--- config.mk ---
export PLATFORM = sky130hd
export DESIGN_NAME = four_level_page_table_walker
export DESIGN_NICKNAME = d
export VERILOG_FILES = /design/src/hdl/pgtw_pkg.sv /design/src/hdl/pgtw_front.sv /design/src/hdl/pgtw_queue.sv /design/src/hdl/pgtw_back.sv /design/src/hdl/four_level_page_table_walker.sv
export VERILOG_INCLUDE_DIRS = /design/src /design/src/hdl
export SDC_FILE = /design/constraint.sdc
export NUM_CORES = 1
export LEC_CHECK = 0
export BUFFER_PORTS_ARGS = -buffer_cell sky130_fd_sc_hd__buf_2
export CAP_MARGIN = 20
export CORE_AREA = 2 2 227 207
export CTS_BUF_LIST = sky130_fd_sc_hd__clkbuf_8
export DETAILED_ROUTE_END_ITERATION = 6
export DIE_AREA = 0 0 229 209
export GPL_ROUTABILITY_DRIVEN = 0
export HOLD_SLACK_MARGIN = 0.02
export PLACE_DENSITY_LB_ADDON = 0.15
export SLEW_MARGIN = 15
export SYNTH_ARGS = -nofsm -noshare
export SYNTH_HDL_FRONTEND = slang
export SYNTH_SLANG_ARGS = --single-unit
export TNS_END_PERCENT = 10
--- constraint.sdc ---
create_clock -name clk_i -period 18.67 [get_ports clk_i]
set_input_delay 1.867 -clock clk_i [delete_from_list [all_inputs] [get_ports clk_i]]
set_output_delay 1.867 -clock clk_i [all_outputs]
set_load 0.01 [all_outputs]
--- src/hdl/assert_macros.svh ---
// Assertion macros shared by the walker RTL.
// No dependencies; included by files that carry concurrent checks.
`ifndef ASSERT_MACROS_SVH
`define ASSERT_MACROS_SVH

// Check that is masked while reset is asserted.
`define PGTW_ASSERT(lbl, clk, rst_n, prop) \
  lbl: assert property (@(posedge clk) disable iff (!rst_n) prop) \
    else $error("pgtw: check failed");

// Check that holds at every edge, reset included.
`define PGTW_ASSERT_ALWAYS(lbl, clk, prop) \
  lbl: assert property (@(posedge clk) prop) \
    else $error("pgtw: check failed");

`endif

--- src/hdl/pgtw_pkg.sv ---
// Types and constants for the four-level page table walker.
// No dependencies; imported by every walker module.
package pgtw_pkg;

  localparam int AddrW   = 48;
  localparam int DescW   = 64;
  localparam int QueueDepth = 4;
  localparam int QueuePtrW  = $clog2(QueueDepth);
  localparam int QueueCntW  = $clog2(QueueDepth + 1);

  // Input item kinds
  localparam logic REQ_TRANSLATE = 1'b0;
  localparam logic REQ_RESPONSE  = 1'b1;
  // Result item kinds
  localparam logic RES_READ = 1'b0;
  localparam logic RES_DONE = 1'b1;
  // Mapping sizes
  localparam logic [1:0] SIZE_4K = 2'd0;
  localparam logic [1:0] SIZE_2M = 2'd1;
  localparam logic [1:0] SIZE_1G = 2'd2;
  // Descriptor bits
  localparam int DSC_VALID_BIT = 0;
  localparam int DSC_TABLE_BIT = 1;

  typedef enum logic {
    CFG_LOW_BASE  = 1'b0,
    CFG_HIGH_BASE = 1'b1
  } cfg_idx_e;

  typedef enum logic [1:0] {
    CMD_WALK       = 2'd0,
    CMD_BASE_FAULT = 2'd1,
    CMD_DESC       = 2'd2
  } cmd_kind_e;

  typedef struct packed {
    logic             req_type;
    logic [AddrW-1:0] virt_addr;
    logic [DescW-1:0] read_data;
  } pgtw_in_t;

  typedef struct packed {
    logic             res_type;
    logic [AddrW-1:0] mem_addr;
    logic [AddrW-1:0] phys_addr;
    logic             fault;
    logic [1:0]       mapping_size;
  } pgtw_out_t;

  // Queue entry: data holds the level 0 descriptor address for a walk,
  // or the raw descriptor for a response.
  typedef struct packed {
    cmd_kind_e        kind;
    logic [AddrW-1:0] vaddr;
    logic [DescW-1:0] data;
  } pgtw_cmd_t;

  // Table/output address mask: bits below the physical width, page offset cleared.
  function automatic logic [AddrW-1:0] pa_mask(int phys_bits);
    int eff;
    eff = (phys_bits < AddrW) ? phys_bits : AddrW;
    return ({AddrW{1'b1}} >> (AddrW - eff)) & ~AddrW'(12'hFFF);
  endfunction

endpackage

--- src/hdl/pgtw_front.sv ---
// Front end: classifies input items and forms the level 0 read address.
// Depends on pgtw_pkg.
module pgtw_front #(
  parameter int PHYS_ADDR_BITS = 48
) (
  input  pgtw_pkg::pgtw_in_t        item_i,
  input  logic [pgtw_pkg::AddrW-1:0] low_base_i,
  input  logic [pgtw_pkg::AddrW-1:0] high_base_i,
  output pgtw_pkg::pgtw_cmd_t        cmd_o
);
  import pgtw_pkg::*;

  localparam logic [AddrW-1:0] PaMask = pa_mask(PHYS_ADDR_BITS);

  logic [AddrW-1:0] base;
  logic [AddrW-1:0] l0_addr;

  assign base    = (item_i.virt_addr[AddrW-1] ? high_base_i : low_base_i) & PaMask;
  assign l0_addr = base + {36'd0, item_i.virt_addr[47:39], 3'b000};

  always_comb begin
    cmd_o.vaddr = item_i.virt_addr;
    if (item_i.req_type == REQ_RESPONSE) begin
      cmd_o.kind = CMD_DESC;
      cmd_o.data = item_i.read_data;
    end else if (base == '0) begin
      cmd_o.kind = CMD_BASE_FAULT;
      cmd_o.data = '0;
    end else begin
      cmd_o.kind = CMD_WALK;
      cmd_o.data = {{(DescW-AddrW){1'b0}}, l0_addr};
    end
  end

endmodule

--- src/hdl/pgtw_queue.sv ---
// Short command queue between front and back end.
// Depends on pgtw_pkg and assert_macros.svh.
`include "assert_macros.svh"

module pgtw_queue (
  input  logic                clk_i,
  input  logic                rst_ni,
  input  logic                push_i,
  input  pgtw_pkg::pgtw_cmd_t push_cmd_i,
  output logic                full_o,
  input  logic                pop_i,
  output logic                empty_o,
  output pgtw_pkg::pgtw_cmd_t head_o
);
  import pgtw_pkg::*;

  pgtw_cmd_t            slot_q [QueueDepth];
  logic [QueuePtrW-1:0] wr_ptr_q, wr_ptr_d;
  logic [QueuePtrW-1:0] rd_ptr_q, rd_ptr_d;
  logic [QueueCntW-1:0] count_q, count_d;

  assign full_o  = (count_q == QueueCntW'(QueueDepth));
  assign empty_o = (count_q == '0);
  assign head_o  = slot_q[rd_ptr_q];

  always_comb begin
    wr_ptr_d = push_i ? wr_ptr_q + 1'b1 : wr_ptr_q;
    rd_ptr_d = pop_i  ? rd_ptr_q + 1'b1 : rd_ptr_q;
    count_d  = count_q + QueueCntW'(push_i) - QueueCntW'(pop_i);
  end

  always_ff @(posedge clk_i or negedge rst_ni) begin
    if (!rst_ni) begin
      wr_ptr_q <= '0;
      rd_ptr_q <= '0;
      count_q  <= '0;
    end else begin
      wr_ptr_q <= wr_ptr_d;
      rd_ptr_q <= rd_ptr_d;
      count_q  <= count_d;
    end
  end

  always_ff @(posedge clk_i) begin
    if (push_i) begin
      slot_q[wr_ptr_q] <= push_cmd_i;
    end
  end

  `PGTW_ASSERT(a_no_push_full, clk_i, rst_ni, push_i |-> !full_o)
  `PGTW_ASSERT(a_no_pop_empty, clk_i, rst_ni, pop_i |-> !empty_o)
  `PGTW_ASSERT_ALWAYS(a_count_bound, clk_i, !rst_ni || (count_q <= QueueCntW'(QueueDepth)))

endmodule

--- src/hdl/pgtw_back.sv ---
// Back end: walk state, descriptor checks and the result register.
// Depends on pgtw_pkg and assert_macros.svh.
`include "assert_macros.svh"

module pgtw_back #(
  parameter int PHYS_ADDR_BITS = 48
) (
  input  logic                clk_i,
  input  logic                rst_ni,
  input  logic                empty_i,
  input  pgtw_pkg::pgtw_cmd_t cmd_i,
  output logic                pop_o,
  output logic                out_valid_o,
  input  logic                out_stall_i,
  output pgtw_pkg::pgtw_out_t out_item_o
);
  import pgtw_pkg::*;

  localparam logic [AddrW-1:0] PaMask = pa_mask(PHYS_ADDR_BITS);

  logic             busy_q, busy_d;
  logic [1:0]       level_q, level_d;
  logic [AddrW-1:0] vaddr_q, vaddr_d;
  logic             out_valid_q, out_valid_d;
  pgtw_out_t        out_q, out_d;

  logic             room;
  logic [1:0]       level_nxt;
  logic [8:0]       idx_nxt;
  logic [AddrW-1:0] desc_addr;

  assign room      = !out_valid_q || !out_stall_i;
  assign pop_o     = room && !empty_i;
  assign level_nxt = level_q + 2'd1;
  assign desc_addr = cmd_i.data[AddrW-1:0] & PaMask;

  always_comb begin
    unique case (level_nxt)
      2'd0: idx_nxt = vaddr_q[47:39];
      2'd1: idx_nxt = vaddr_q[38:30];
      2'd2: idx_nxt = vaddr_q[29:21];
      2'd3: idx_nxt = vaddr_q[20:12];
      default: idx_nxt = '0;
    endcase
  end

  always_comb begin
    busy_d      = busy_q;
    level_d     = level_q;
    vaddr_d     = vaddr_q;
    out_valid_d = out_valid_q && out_stall_i;
    out_d       = out_q;
    if (pop_o) begin
      unique case (cmd_i.kind)
        CMD_WALK: begin
          busy_d      = 1'b1;
          level_d     = 2'd0;
          vaddr_d     = cmd_i.vaddr;
          out_valid_d = 1'b1;
          out_d       = '{res_type: RES_READ, mem_addr: cmd_i.data[AddrW-1:0],
                          phys_addr: '0, fault: 1'b0, mapping_size: SIZE_4K};
        end
        CMD_BASE_FAULT: begin
          busy_d      = 1'b0;
          level_d     = 2'd0;
          vaddr_d     = cmd_i.vaddr;
          out_valid_d = 1'b1;
          out_d       = '{res_type: RES_DONE, mem_addr: '0, phys_addr: '0,
                          fault: 1'b1, mapping_size: SIZE_4K};
        end
        CMD_DESC: begin
          // responses while idle are dropped
          if (busy_q) begin
            out_valid_d = 1'b1;
            out_d       = '{res_type: RES_DONE, mem_addr: '0, phys_addr: '0,
                            fault: 1'b0, mapping_size: SIZE_4K};
            if (!cmd_i.data[DSC_VALID_BIT]) begin
              busy_d    = 1'b0;
              level_d   = 2'd0;
              out_d.fault = 1'b1;
            end else if (level_q == 2'd3) begin
              busy_d          = 1'b0;
              level_d         = 2'd0;
              out_d.phys_addr = {desc_addr[47:12], vaddr_q[11:0]};
            end else if (level_q == 2'd1 && !cmd_i.data[DSC_TABLE_BIT]) begin
              busy_d             = 1'b0;
              level_d            = 2'd0;
              out_d.phys_addr    = {desc_addr[47:30], vaddr_q[29:0]};
              out_d.mapping_size = SIZE_1G;
            end else if (level_q == 2'd2 && !cmd_i.data[DSC_TABLE_BIT]) begin
              busy_d             = 1'b0;
              level_d            = 2'd0;
              out_d.phys_addr    = {desc_addr[47:21], vaddr_q[20:0]};
              out_d.mapping_size = SIZE_2M;
            end else begin
              // table pointer: read the next level
              level_d        = level_nxt;
              out_d.res_type = RES_READ;
              out_d.mem_addr = desc_addr + {36'd0, idx_nxt, 3'b000};
            end
          end
        end
        default: begin
          busy_d = busy_q;
        end
      endcase
    end
  end

  always_ff @(posedge clk_i or negedge rst_ni) begin
    if (!rst_ni) begin
      busy_q      <= 1'b0;
      level_q     <= 2'd0;
      out_valid_q <= 1'b0;
    end else begin
      busy_q      <= busy_d;
      level_q     <= level_d;
      out_valid_q <= out_valid_d;
    end
  end

  always_ff @(posedge clk_i) begin
    vaddr_q <= vaddr_d;
    out_q   <= out_d;
  end

  assign out_valid_o = out_valid_q;
  assign out_item_o  = out_q;

  `PGTW_ASSERT(a_level_needs_busy, clk_i, rst_ni, (level_q != 2'd0) |-> busy_q)
  `PGTW_ASSERT(a_read_is_clean, clk_i, rst_ni,
               (out_valid_q && out_q.res_type == RES_READ) |->
               (!out_q.fault && out_q.phys_addr == '0 && out_q.mem_addr[2:0] == 3'b000))
  `PGTW_ASSERT(a_read_keeps_busy, clk_i, rst_ni,
               ($rose(out_valid_q) && out_q.res_type == RES_READ) |-> busy_q)

endmodule

--- src/hdl/four_level_page_table_walker.sv ---
// Top level of the four-level page table walker (4KB granule, 48-bit VA).
// Depends on pgtw_pkg, pgtw_front, pgtw_queue and pgtw_back.
//
//   channel   direction  handshake                 payload
//   in        input      in_valid_i / in_stall_o   in_item_i   (pgtw_in_t)
//   out       output     out_valid_o / out_stall_i out_item_o  (pgtw_out_t)
//   cfg       input      cfg_valid_i / cfg_ready_o cfg_index_i, cfg_data_i
//
// One item per cycle sustained while out is not stalled; an accepted item passes
// through the queue register, then the result register, before its result appears.
// Reset clears walk state, queue pointers and result valid; nothing to sweep.
// A stall on out holds the result register; the four-entry queue keeps taking
// items until it fills, and only then does in_stall_o rise.
module four_level_page_table_walker #(
  parameter int PHYS_ADDR_BITS = 48
) (
  input  logic                          clk_i,
  input  logic                          rst_ni,
  input  logic                          in_valid_i,
  output logic                          in_stall_o,
  input  pgtw_pkg::pgtw_in_t            in_item_i,
  output logic                          out_valid_o,
  input  logic                          out_stall_i,
  output pgtw_pkg::pgtw_out_t           out_item_o,
  input  logic                          cfg_valid_i,
  output logic                          cfg_ready_o,
  input  pgtw_pkg::cfg_idx_e            cfg_index_i,
  input  logic [pgtw_pkg::AddrW-1:0]    cfg_data_i
);
  import pgtw_pkg::*;

  logic [AddrW-1:0] low_base_q;
  logic [AddrW-1:0] high_base_q;

  pgtw_cmd_t front_cmd;
  pgtw_cmd_t head_cmd;
  logic      q_full;
  logic      q_empty;
  logic      q_push;
  logic      q_pop;

  // Base registers; the user must write them only while the walker is quiet; the block has no check for it.
  assign cfg_ready_o = 1'b1;

  always_ff @(posedge clk_i or negedge rst_ni) begin
    if (!rst_ni) begin
      low_base_q  <= '0;
      high_base_q <= '0;
    end else if (cfg_valid_i) begin
      unique case (cfg_index_i)
        CFG_LOW_BASE:  low_base_q  <= cfg_data_i;
        CFG_HIGH_BASE: high_base_q <= cfg_data_i;
        default:       low_base_q  <= low_base_q;
      endcase
    end
  end

  assign in_stall_o = q_full;
  assign q_push     = in_valid_i && !q_full;

  pgtw_front #(
    .PHYS_ADDR_BITS(PHYS_ADDR_BITS)
  ) u_front (
    .item_i      (in_item_i),
    .low_base_i  (low_base_q),
    .high_base_i (high_base_q),
    .cmd_o       (front_cmd)
  );

  pgtw_queue u_queue (
    .clk_i      (clk_i),
    .rst_ni     (rst_ni),
    .push_i     (q_push),
    .push_cmd_i (front_cmd),
    .full_o     (q_full),
    .pop_i      (q_pop),
    .empty_o    (q_empty),
    .head_o     (head_cmd)
  );

  pgtw_back #(
    .PHYS_ADDR_BITS(PHYS_ADDR_BITS)
  ) u_back (
    .clk_i       (clk_i),
    .rst_ni      (rst_ni),
    .empty_i     (q_empty),
    .cmd_i       (head_cmd),
    .pop_o       (q_pop),
    .out_valid_o (out_valid_o),
    .out_stall_i (out_stall_i),
    .out_item_o  (out_item_o)
  );

endmodule

==> flow_summary.yaml <==
critical_path:
  crit_slowest_cell: "dfrtp_4"
  required_ps: 18950
  arrival_ps: 4450
  critPathLaunchType: "flip-flop"
  r2r_slack_ps: 14510
  r2r-end: "u_back.out_item_o[8]"
  r2r_start: "u_queue.rd_ptr_q[0]"
  critical_path_class: "flip-flop to flip-flop"
  cp_common_cell: "buf_4"
  crit_path_max_incr_delay_ps: 810
  path_cells: "mux4_2, inv_1, ha_1, a211oi_1, a2111oi_4, buf_4, buf_4"
  cp-end-kind: "flip-flop"
  cp_max_fo: 54
  reg2regPathDepth: 7
cts:
  clk_latency_ps: 680
  cts_setup_buffers: 0
  clk_pin_slew_ps: 60
  cts_hold_buf: 0
  root_buffer: "clkbuf_8"
  cts_tree: "done"
  cts_resized: 0
  cts_made_buffers: 94
  h-tree-depth: 3
  clkSinkCount: 578
  clock_path_buffers: 3
pwr:
  ir_worst_vdd_mv: 0.117
  swShare_pct: 32.3
  comb_power_share_pct: 28.6
  leakage_nw: 9.55
  power.density_nw_per_um2: 164
  finalPower_mw: 4.28
  p_int_mw: 2.90
  switchingPower_mw: 1.38
  seqPwrFrac_pct: 48.5
  clkPwrFrac_pct: 22.9
global_routing:
  antenna_found_initial: 1
  grt_use_total_pct: 21.0
  grt_overflow_total: 0
  grt_max_degree: 74
  grt_pass1_wl_um: 74000
  first_global_vias: 11982
route:
  first_pass_iters: 5
  routed_wl_um: 49800
  drc: 0
  wl_per_cell_um: 22.9
  final_antenna_net_count: 0
  drt-initial-drc-count: 873
  vias: 11695
  vias_per_cell: 5.37
sta:
  layout_min_cycle_time_ps: 4160
  slew_violations: 0
  clock_skew_ps: 28.5
  max_slew_margin_pct: 27.1
  worst-slew-pin-transition_ps: 1090
  max_freq_mhz: 240
  hold_violations: 0
  fin_ws_ps: 14510
  fin_setup_tns_ps: 0
  setup_viol: 0
  fin_crit_sh_pct: 22.3
  rsz0062_at_grt: "no"
yosys:
  ys_async_sr_fraction_pct: 14.4
  synth_seq_cells: 578
  post-synth-top-count-cell: "edfxtp_1"
  yosys.area.top_type: "edfxtp_1"
  ys_types: 48
  synth-edff-count: 495
  syn_area_um2: 22600
  netlist_top_cells_count: "edfxtp_1, mux4_2, dfrtp_1"
  synth-main-ff-cell: "edfxtp_1"
  yosysWarnings: 0
  synth_top_area_share_pct: 65.9
  syn_nets: 1371
  seq_area_frac_synth_pct: 75.1
  synth.area.top_cells: "edfxtp_1, dfrtp_1, mux4_2, mux2_2, mux2i_1"
  syn_avg_cell_area_um2: 18.9
  synthCells: 1193
floorplan:
  die_w_um: 229
  rows: 75
  io_pins: 270
  dieArea_um2: 47900
  floorplan.initialDensity_pct: 49.3
  core_area_um2: 45800
  die_h_um: 209
min_path:
  hold_start: "u_back.vaddr_q[2]"
  min_path_type: "flip-flop to flip-flop"
  holdPathEnd: "u_back.out_item_o[5]"
  hold_path_depth: 1
layout:
  area_growth_pct: 15.9
  finalNetCount: 1665
  utilization_pct: 57.1
  seq_area_um2: 16900
  multi_input_area_um2: 5360
  drive_gt1_share_pct: 35.2
  fill_cells: 3683
  final_area_um2: 26200
flow_run:
  max_cap_viol_count: 0
place:
  io_buffers: 240
  post-place-ws_ps: 14150
  postPlaceCellArea_um2: 24500
  dp_hpwl_um: 31200
outcome:
  status: "finished, final reports clean"
through the flow:
step                      hold WS (ps)  std cells
after floorplan                    489       1193
after global routing               529       2177
after global placement             501       2005
final                              512       2177
after detailed placement           501       2006
after CTS                          513       2175
final cells by class:
cell class / instances / area share, %
Sequential cell: 578 / 64.8
Multi-Input combinational cell: 545 / 20.5
Timing Repair Buffer: 258 / 5.19
Clock buffer: 95 / 5.00
Tap cell: 616 / 2.95
Clock inverter: 74 / 1.43
Inverter: 10 / 0.144
Antenna cell: 1 / 0.00957
critical path, delay by kind of cell (launching register included):
kind | cells | cell delay (ps)
buffers and inverters | 3 | 1370
flip-flops | 1 | 810
AO/OA/AOI/OAI | 2 | 490
adder cells (fa/ha/maj) | 1 | 330
multiplexers | 1 | 640
kinds of logic (layout without fill, tap and decap cells):
family / count (synthesis) / after routing / share of synthesized area, %
AOI/OAI and AO/OA: 94 / 94 / 2.52
and+or+nand+nor: 211 / 211 / 5.00
buffers and inverters: 70 / 437 / 1.30
adders and majority gates: 11 / 11 / 0.643
muxes: 223 / 223 / 15.2
xor gates and xnor gates: 5 / 5 / 0.194
other: 1 / 2 / 0.0166
DFF: 578 / 578 / 75.1
worst max path at each step:
stage / start / endpoint / depth (start not counted)
after floorplan: u_queue.rd_ptr_q[1] / u_back.level_q[0] / 10
after global placement: in_item_i[111] / u_queue.slot_q[0][6] / 6
after detailed placement: in_item_i[111] / u_queue.slot_q[0][6] / 6
after CTS: u_queue.rd_ptr_q[0] / u_back.out_item_o[42] / 7
after global routing: u_queue.rd_ptr_q[0] / u_back.out_item_o[8] / 7
final: u_queue.rd_ptr_q[0] / u_back.out_item_o[8] / 7
power groups by stage:
stage               Sequential, mW  Combinational (mW)  Clock, mW
CTS                           2.08                1.25       1.01
global route                  2.11                1.33       1.07
floorplan                     2.14               0.745          0
global placement              2.09                1.24          0
detailed placement            2.10                1.25          0
finish                        2.08                1.22      0.982
state kept, by name, summed over array words and instances (netlist names):
register,cells
high_base_q,36
u_queue.slot_q,356
u_back.out_item_o,100
u_queue.wr_ptr_q,2
u_back.level_q,2
u_back.out_valid_o,1
u_back.vaddr_q,39
low_base_q,36
u_queue.count_q,3
u_queue.rd_ptr_q,2
u_back.busy_q,1
layout by cell type (no fill, tap or decap), types with 5 or more instances in the layout:
cell type / count
edfxtp_1: 495
buf_2: 239
clkbuf_8: 95
mux4_2: 89
dfrtp_1: 81
mux2_2: 73
and2_1: 72
nand2_1: 68
mux2i_1: 61
o21ai_0: 47
inv_1: 43
clkinv_1: 29
a21oi_1: 21
buf_4: 18
nor2_1: 17
nor2b_1: 16
nor4_1: 12
ha_1: 10
a31o_2: 9
nor3_1: 6
a22oi_1: 5
layer usage:
metal / GRT usage (%) / up-vias / part of all wire (%)
met5: 0 / - / 0
met4: 6.63 / 0 / 2.1
met3: 4.56 / 74 / 5.9
met2: 32.9 / 355 / 48
met1: 29.8 / 5989 / 44
li1: - / 5277 / -
Power figures use the tool's default switching activity.
